<file path="config.mk">
export PLATFORM = sky130hd
export DESIGN_NAME = atomic_memory_op_unit_core
export DESIGN_NICKNAME = d
export VERILOG_FILES = /design/src/hw/rtl/amou_pkg.sv /design/src/hw/rtl/atomic_memory_op_unit_core.sv /design/src/hw/rtl/amou_ctrl.sv /design/src/hw/rtl/amou_dp.sv
export SDC_FILE = /design/constraint.sdc
export NUM_CORES = 1
export LEC_CHECK = 0
export ABC_CLOCK_PERIOD_IN_PS = 7800
export CORE_MARGIN = 4
export CORE_UTILIZATION = 40
export DETAILED_ROUTE_END_ITERATION = 10
export DONT_BUFFER_PORTS = 1
export GPL_TIMING_DRIVEN = 0
export PLACE_DENSITY = 0.56
export SETUP_SLACK_MARGIN = 0.2
export SYNTH_ARGS = -nofsm -noshare
export SYNTH_HDL_FRONTEND = slang
export SYNTH_HIERARCHICAL = 1
export SYNTH_SLANG_ARGS = --single-unit
</file>
<file path="constraint.sdc">
create_clock -name clk -period 7.8 [get_ports clk]
set_input_delay 1.56 -clock clk [delete_from_list [all_inputs] [get_ports clk]]
set_output_delay 1.56 -clock clk [all_outputs]
set_load 0.1 [all_outputs]
</file>
<file path="src/hw/rtl/amou_pkg.sv">
`default_nettype none
// ----------------------------------------------------------------------------
// amou_pkg
// Shared types and codes for the atomic memory operation unit: operation and
// status codes, controller states and the command bundle to the datapath.
// ----------------------------------------------------------------------------
package amou_pkg;

    typedef enum logic [3:0] {
        OP_LR   = 4'd0,
        OP_SC   = 4'd1,
        OP_SWAP = 4'd2,
        OP_ADD  = 4'd3,
        OP_XOR  = 4'd4,
        OP_AND  = 4'd5,
        OP_OR   = 4'd6,
        OP_MIN  = 4'd7,
        OP_MAX  = 4'd8,
        OP_MINU = 4'd9,
        OP_MAXU = 4'd10
    } op_t;

    typedef enum logic [1:0] {
        STATUS_DONE    = 2'd0,
        STATUS_ILLEGAL = 2'd1,
        STATUS_UNKNOWN = 2'd2
    } status_t;

    typedef enum logic [1:0] {
        ST_IDLE,
        ST_EXEC,
        ST_DONE
    } state_t;

    // Commands from the controller to the datapath.
    typedef struct packed {
        logic capture;
        logic execute;
    } cmd_t;

endpackage : amou_pkg
`default_nettype wire

</file>
<file path="src/hw/rtl/atomic_memory_op_unit_core.sv">
`default_nettype none
// ----------------------------------------------------------------------------
// atomic_memory_op_unit_core
// RV32A atomic memory operation unit with a bounded LR reservation table.
// ----------------------------------------------------------------------------
// Usage: a request arrives on the in_* channel (valid/ready) carrying the op,
// the address, the rs2 operand, the rs2 register number and the current memory
// word at that address. Exactly one result leaves on the out_* channel with
// the rd write, the memory write and a status code.
// Flow: the controller walks idle, execute and done in turn and takes no new
// request until the receiver has taken the last result. The request is
// registered on acceptance; the reservation lookup, table update and AMO
// arithmetic happen in the execute state, which loads the result registers.
// Stall: while out_ready is low the result is held stable in the output
// registers and in_ready stays low, so no request is lost or overtaken.
// Reset: rst_n clears all reservation valid bits, the round-robin victim
// pointer and the controller, so the block comes up idle and ready with no
// reservations held. Reserved addresses are not cleared; a clear valid bit
// hides them.
// ----------------------------------------------------------------------------
module atomic_memory_op_unit_core
#(
    parameter int RESERVATION_ENTRIES = 4
)
(
    input  wire logic        clk,
    input  wire logic        rst_n,
    input  wire logic        in_valid,
    output      logic        in_ready,
    input  wire logic [3:0]  op,
    input  wire logic [31:0] address,
    input  wire logic [31:0] operand_value,
    input  wire logic [4:0]  rs2_index,
    input  wire logic [31:0] memory_word,
    output      logic        out_valid,
    input  wire logic        out_ready,
    output      logic        rd_write,
    output      logic [31:0] rd_value,
    output      logic        mem_write,
    output      logic [31:0] mem_write_value,
    output      logic [1:0]  status
);

    // Command bundle from the controller into the datapath.
    amou_pkg::cmd_t cmd;

    // The controller owns the handshake and tells the datapath when to
    // capture a request and when to execute it.
    amou_ctrl u_ctrl
    (
        .clk       (clk),
        .rst_n     (rst_n),
        .in_valid  (in_valid),
        .in_ready  (in_ready),
        .out_valid (out_valid),
        .out_ready (out_ready),
        .cmd       (cmd)
    );

    // The datapath holds the reservation table and produces the result
    // registers that drive the output payload directly.
    amou_dp
    #(
        .RESERVATION_ENTRIES (RESERVATION_ENTRIES)
    )
    u_dp
    (
        .clk             (clk),
        .rst_n           (rst_n),
        .cmd             (cmd),
        .op              (op),
        .address         (address),
        .operand_value   (operand_value),
        .rs2_index       (rs2_index),
        .memory_word     (memory_word),
        .rd_write        (rd_write),
        .rd_value        (rd_value),
        .mem_write       (mem_write),
        .mem_write_value (mem_write_value),
        .status          (status)
    );

endmodule : atomic_memory_op_unit_core
`default_nettype wire

</file>
<file path="src/hw/rtl/amou_ctrl.sv">
`default_nettype none
// ----------------------------------------------------------------------------
// amou_ctrl
// Controller state machine: accepts a request, sequences the execute step and
// holds the result until the receiver takes it.
// ----------------------------------------------------------------------------
module amou_ctrl
(
    input  wire logic          clk,
    input  wire logic          rst_n,
    input  wire logic          in_valid,
    output      logic          in_ready,
    output      logic          out_valid,
    input  wire logic          out_ready,
    output      amou_pkg::cmd_t cmd
);

    amou_pkg::state_t state_reg;
    amou_pkg::state_t state_next;

    always_ff @(posedge clk or negedge rst_n)
    begin
        if (!rst_n)
        begin
            state_reg <= amou_pkg::ST_IDLE;
        end
        else
        begin
            state_reg <= state_next;
        end
    end

    always_comb
    begin
        state_next = state_reg;
        unique case (state_reg)
            amou_pkg::ST_IDLE:
            begin
                if (in_valid)
                begin
                    state_next = amou_pkg::ST_EXEC;
                end
            end
            amou_pkg::ST_EXEC:
            begin
                state_next = amou_pkg::ST_DONE;
            end
            amou_pkg::ST_DONE:
            begin
                if (out_ready)
                begin
                    state_next = amou_pkg::ST_IDLE;
                end
            end
            default:
            begin
                state_next = amou_pkg::ST_IDLE;
            end
        endcase
    end

    always_comb
    begin
        in_ready    = 1'b0;
        out_valid   = 1'b0;
        cmd.capture = 1'b0;
        cmd.execute = 1'b0;
        unique case (state_reg)
            amou_pkg::ST_IDLE:
            begin
                in_ready    = 1'b1;
                cmd.capture = in_valid;
            end
            amou_pkg::ST_EXEC:
            begin
                cmd.execute = 1'b1;
            end
            amou_pkg::ST_DONE:
            begin
                out_valid = 1'b1;
            end
            default:
            begin
                in_ready = 1'b0;
            end
        endcase
    end

endmodule : amou_ctrl
`default_nettype wire

</file>
<file path="src/hw/rtl/amou_dp.sv">
`default_nettype none
// ----------------------------------------------------------------------------
// amou_dp
// Datapath: request registers, reservation table with round-robin victim
// pointer, AMO arithmetic and the result registers.
// ----------------------------------------------------------------------------
module amou_dp
#(
    parameter int RESERVATION_ENTRIES = 4
)
(
    input  wire logic           clk,
    input  wire logic           rst_n,
    input  wire amou_pkg::cmd_t cmd,
    input  wire logic [3:0]     op,
    input  wire logic [31:0]    address,
    input  wire logic [31:0]    operand_value,
    input  wire logic [4:0]     rs2_index,
    input  wire logic [31:0]    memory_word,
    output      logic           rd_write,
    output      logic [31:0]    rd_value,
    output      logic           mem_write,
    output      logic [31:0]    mem_write_value,
    output      logic [1:0]     status
);

    localparam int IDX_W = (RESERVATION_ENTRIES > 1) ? $clog2(RESERVATION_ENTRIES) : 1;

    // Captured request.
    logic [3:0]  op_reg;
    logic [31:0] addr_reg;
    logic [31:0] src_reg;
    logic [4:0]  rs2_reg;
    logic [31:0] mem_reg;

    // Reservation table.
    logic [31:0]                    res_addr_reg [RESERVATION_ENTRIES];
    logic [RESERVATION_ENTRIES-1:0] res_valid_reg;
    logic [IDX_W-1:0]               victim_reg;

    // Result registers.
    logic        rd_write_reg;
    logic [31:0] rd_value_reg;
    logic        mem_write_reg;
    logic [31:0] mem_write_value_reg;
    logic [1:0]  status_reg;

    logic             any_hit;
    logic [IDX_W-1:0] hit_idx;
    logic             any_free;
    logic [IDX_W-1:0] free_idx;
    logic [31:0]      amo_value;
    logic             lr_reserve;
    logic             sc_clear;

    logic        rd_write_next;
    logic [31:0] rd_value_next;
    logic        mem_write_next;
    logic [31:0] mem_write_value_next;
    logic [1:0]  status_next;

    always_ff @(posedge clk)
    begin
        if (cmd.capture)
        begin
            op_reg   <= op;
            addr_reg <= address;
            src_reg  <= operand_value;
            rs2_reg  <= rs2_index;
            mem_reg  <= memory_word;
        end
    end

    // Parallel lookup; the lowest matching or free entry wins.
    always_comb
    begin
        any_hit  = 1'b0;
        hit_idx  = '0;
        any_free = 1'b0;
        free_idx = '0;
        for (int i = RESERVATION_ENTRIES - 1; i >= 0; i--)
        begin
            if (res_valid_reg[i] && (res_addr_reg[i] == addr_reg))
            begin
                any_hit = 1'b1;
                hit_idx = IDX_W'(i);
            end
            if (!res_valid_reg[i])
            begin
                any_free = 1'b1;
                free_idx = IDX_W'(i);
            end
        end
    end

    always_comb
    begin
        amo_value = src_reg;
        unique case (amou_pkg::op_t'(op_reg))
            amou_pkg::OP_ADD:  amo_value = mem_reg + src_reg;
            amou_pkg::OP_XOR:  amo_value = mem_reg ^ src_reg;
            amou_pkg::OP_AND:  amo_value = mem_reg & src_reg;
            amou_pkg::OP_OR:   amo_value = mem_reg | src_reg;
            amou_pkg::OP_MIN:
                amo_value = ($signed(mem_reg) < $signed(src_reg)) ? mem_reg : src_reg;
            amou_pkg::OP_MAX:
                amo_value = ($signed(mem_reg) > $signed(src_reg)) ? mem_reg : src_reg;
            amou_pkg::OP_MINU: amo_value = (mem_reg < src_reg) ? mem_reg : src_reg;
            amou_pkg::OP_MAXU: amo_value = (mem_reg > src_reg) ? mem_reg : src_reg;
            default:           amo_value = src_reg;
        endcase
    end

    always_comb
    begin
        rd_write_next        = 1'b0;
        rd_value_next        = '0;
        mem_write_next       = 1'b0;
        mem_write_value_next = '0;
        status_next          = amou_pkg::STATUS_DONE;
        lr_reserve           = 1'b0;
        sc_clear             = 1'b0;
        unique case (amou_pkg::op_t'(op_reg))
            amou_pkg::OP_LR:
            begin
                if (rs2_reg != 5'd0)
                begin
                    status_next = amou_pkg::STATUS_ILLEGAL;
                end
                else
                begin
                    rd_write_next = 1'b1;
                    rd_value_next = mem_reg;
                    lr_reserve    = !any_hit;
                end
            end
            amou_pkg::OP_SC:
            begin
                rd_write_next = 1'b1;
                if (any_hit)
                begin
                    sc_clear             = 1'b1;
                    mem_write_next       = 1'b1;
                    mem_write_value_next = src_reg;
                end
                else
                begin
                    rd_value_next = 32'd1;
                end
            end
            amou_pkg::OP_SWAP, amou_pkg::OP_ADD, amou_pkg::OP_XOR, amou_pkg::OP_AND,
            amou_pkg::OP_OR, amou_pkg::OP_MIN, amou_pkg::OP_MAX, amou_pkg::OP_MINU,
            amou_pkg::OP_MAXU:
            begin
                rd_write_next        = 1'b1;
                rd_value_next        = mem_reg;
                mem_write_next       = 1'b1;
                mem_write_value_next = amo_value;
            end
            default:
            begin
                status_next = amou_pkg::STATUS_UNKNOWN;
            end
        endcase
    end

    always_ff @(posedge clk or negedge rst_n)
    begin
        if (!rst_n)
        begin
            res_valid_reg <= '0;
            victim_reg    <= '0;
        end
        else if (cmd.execute)
        begin
            if (lr_reserve)
            begin
                if (any_free)
                begin
                    res_valid_reg[free_idx] <= 1'b1;
                end
                else
                begin
                    res_valid_reg[victim_reg] <= 1'b1;
                    if (victim_reg == IDX_W'(RESERVATION_ENTRIES - 1))
                    begin
                        victim_reg <= '0;
                    end
                    else
                    begin
                        victim_reg <= victim_reg + IDX_W'(1);
                    end
                end
            end
            else if (sc_clear)
            begin
                res_valid_reg[hit_idx] <= 1'b0;
            end
        end
    end

    always_ff @(posedge clk)
    begin
        if (cmd.execute && lr_reserve)
        begin
            if (any_free)
            begin
                res_addr_reg[free_idx] <= addr_reg;
            end
            else
            begin
                res_addr_reg[victim_reg] <= addr_reg;
            end
        end
    end

    always_ff @(posedge clk)
    begin
        if (cmd.execute)
        begin
            rd_write_reg        <= rd_write_next;
            rd_value_reg        <= rd_value_next;
            mem_write_reg       <= mem_write_next;
            mem_write_value_reg <= mem_write_value_next;
            status_reg          <= status_next;
        end
    end

    assign rd_write        = rd_write_reg;
    assign rd_value        = rd_value_reg;
    assign mem_write       = mem_write_reg;
    assign mem_write_value = mem_write_value_reg;
    assign status          = status_reg;

endmodule : amou_dp
`default_nettype wire

</file>
==> qor.yml <==
floorplanning:
  start_util_pct: 40.9
  core_sq_um: 39100
  pin_count: 179
  fp-row-count: 72
  die_x_microns: 208
  die_height_microns: 208
  die_area_sq_um: 43200
sta:
  maxSlewViolCount: 0
  setup_viol: 0
  fmaxAchievable_mhz: 250
  fin_crit_ps: 4000
  hold_slack_ps: 614
  max-slew-margin-rel_pct: 25.5
  fin_crit_sh_pct: 51.2
  rsz0062_at_grt: "false"
  worst_slew_pin_slew_ps: 1120
  layout_setup_ws_ps: 3800
  fin_skew_ps: 25.4
  hold_viol: 0
clocking:
  tritoncts: "built"
  htree_levels: 2
  hold_buffers: 0
  post_cts_resized: 0
  numCtsBuffers: 36
  post_cts_buffers: 0
  cts_root_buffer: "clkbuf_16"
  cts_buffer_depth: 3
  cts_num_sinks: 309
  clk_latency_ps: 560
  clkTransAtPathRegs_ps: 60
drt:
  drc: 0
  detail_route.first_pass.iterations: 8
  drt_wl_total_mm: 44.5
  routedWlPerCell_microns: 23.4
  first_iter_violations: 741
  via_per_inst: 5.50
  num_vias: 10459
  drt.antenna.violating_nets: 0
yosys:
  synth_edf_count: 301
  avgSynthCellArea_sq_um: 12.2
  synth-seq-cells: 309
  ys_warn_count: 6
  synth_top_area_share_pct: 56.6
  synth-main-ff-cell: "edfxtp_1"
  syn_inst: 1308
  async_flop_share_pct: 2.59
  syn_nets: 1516
  ys_seq_area_share_pct: 57.8
  yosys-top-cells-area: "edfxtp_1 (57%), ha_1 (7.7%), xor2_1 (5.2%)"
  synth_top_area_cell: "edfxtp_1"
  yosysUniqueCellTypes: 69
  synth_area_sq_um: 16000
setup_path:
  critical_path_required_ps: 8060
  arrival_ps: 4260
  path_max_fanout: 10
  crit_type: "register to register"
  end_kind: "register"
  cp-start-kind: "register"
final_layout:
  area_delta_synth_final_pct: 12.6
  final_util_pct: 46.0
  drive_gt1_share_pct: 7.74
  final.fill_count: 3589
  nets: 1565
  final_area_sq_um: 18000
  regArea_sq_um: 9240
  largest_register_ffs: 128
  multi_input_area_sq_um: 6220
global_route:
  grt_pass1_vias: 10437
  grt_pass1_wl_mm: 66.4
  grtUsageTotal_pct: 20.1
  antenna_found_initial: 4
  overflow: 0
  grt_max_degree: 39
placed_design:
  port_buffers: 0
  preCtsSetupSlack_ps: 3840
  routabilityCongestion: 0.885
  placed_cell_area_sq_um: 16900
  hpwl_mm: 32.4
pwr:
  p_leak_nw: 6.47
  powerDensity_nw_per_um2: 350
  vdd_ir_drop_max_mv: 0.203
hold_path:
  hp-class: "register to register"
run:
  maxCapViolations: 0
status:
  status: "finished clean"
==> cells in the final DEF, fill, tap and decap left out, types with 17 or more instances in the layout <==
cell,netlist,layout
nor2_1,51,46
inv_1,85,85
clkbuf_1,28,33
a222oi_1,18,18
nand4_1,31,31
o21ai_1,17,17
clkbuf_16,0,37
nor4_1,47,47
nand2_1,82,82
ha_1,98,98
edfxtp_1,301,301
nand3_1,18,18
a21oi_1,69,69
o21ai_0,75,75
nor3_1,21,21
and2_1,35,34
xnor2_1,51,51
xor2_1,95,95
==> metrics by stage <==
| step | setup TNS (ps) | std cells | power, W |
|---|---|---|---|
| floorplan | 0 | 1308 | 0.00417 |
| global placement | -195590 | 1826 | 0.00471 |
| detailed placement | 0 | 1837 | 0.00475 |
| CTS | 0 | 1901 | 0.00637 |
| global route | 0 | 1902 | 0.00661 |
| finish | 0 | 1903 | 0.00630 |
==> power by group <==
| group | leakage (nW) | switching (W) | total [W] | internal (W) |
|---|---|---|---|---|
| Sequential | 2.89 | 0.000939 | 0.00313 | 0.00219 |
| Combinational | 3.04 | 0.00102 | 0.00159 | 0.000568 |
| Clock | 0.538 | 0.000690 | 0.00158 | 0.000888 |
| Total | 6.47 | 0.00265 | 0.00630 | 0.00364 |
==> layout make-up <==
type	instances	area share, %
Sequential cell	309	51.4
Multi-Input combinational cell	862	34.6
Clock buffer	43	5.33
Tap cell	518	3.60
Inverter	86	1.79
Buffer	51	1.31
Timing Repair Buffer	11	1.21
Clock inverter	21	0.772
Antenna cell	2	0.0278
==> path summary, 6_finish.rpt <==
| check | start | endpoint | slack [ps] | depth (start not counted) |
|---|---|---|---|---|
| max in group asynchronous | rst_n | u_dp/res_valid_reg[2] | 7030 | 0 |
| min reg2reg | u_dp/victim_reg[1] | u_dp/victim_reg[1] | 610 | 1 |
| min | u_dp/victim_reg[1] | u_dp/victim_reg[1] | 610 | 1 |
| max | u_dp/mem_reg[26] | u_dp/mem_write_value[14] | 3800 | 11 |
| min in group asynchronous | rst_n | u_dp/res_valid_reg[3] | 690 | 0 |
| max reg2reg | u_dp/mem_reg[26] | u_dp/mem_write_value[14] | 3800 | 11 |
==> Yosys cell counts (all sizes together) (3+ instances only) <==
master / count
buf: 22
a221oi: 7
nor3: 22
a21oi: 70
nand3: 18
nor4b: 3
nor2: 51
or4: 4
or3: 3
a222oi: 18
nand2b: 9
o21ai: 93
edfxtp: 301
ha: 98
clkbuf: 29
a21boi: 3
a31oi: 8
inv: 85
nand4: 32
xor2: 95
o211ai: 5
nand4b: 4
a211oi: 9
a2111oi: 3
a21o: 14
a22oi: 3
o22ai: 7
dfrtp: 8
o21bai: 7
a221o: 12
or2: 3
and3: 7
nor2b: 13
nand2: 83
xnor2: 51
nor4: 51
and2: 35
==> critical path, cell delays in order, from the launching register on <==
cell and delay (ps):
edfxtp_1 490, inv_1 70, ha_1 330, nor4_1 550, nand4_1 380, nor3_2 530, nand3b_1 170, and3_1 170
o21ai_1 140, buf_2 250, a222oi_1 440, o21ai_1 180
==> routing by layer <==
metal / vias to the layer above / global-route usage [%] / share of wire (%)
li1: 4962 / - / -
met1: 5054 / 25.7 / 42
met2: 360 / 34.2 / 49
met3: 79 / 4.02 / 6.0
met4: 4 / 7.00 / 3.0
met5: - / 0 / 0.045
==> cells by family (layout without fill, tap and decap cells) <==
kind of cell	count (synthesis)	count (layout)	synth area share, %
fa+ha+maj	99	99	7.80
buf+inv	137	212	3.50
simple gates	341	341	11.5
mux	4	4	0.266
compound gates	272	272	11.1
other cells	0	2	0
xor+xnor	146	146	8.01
flops	309	309	57.8
Note: power is estimated with default switching activity, not from simulation.
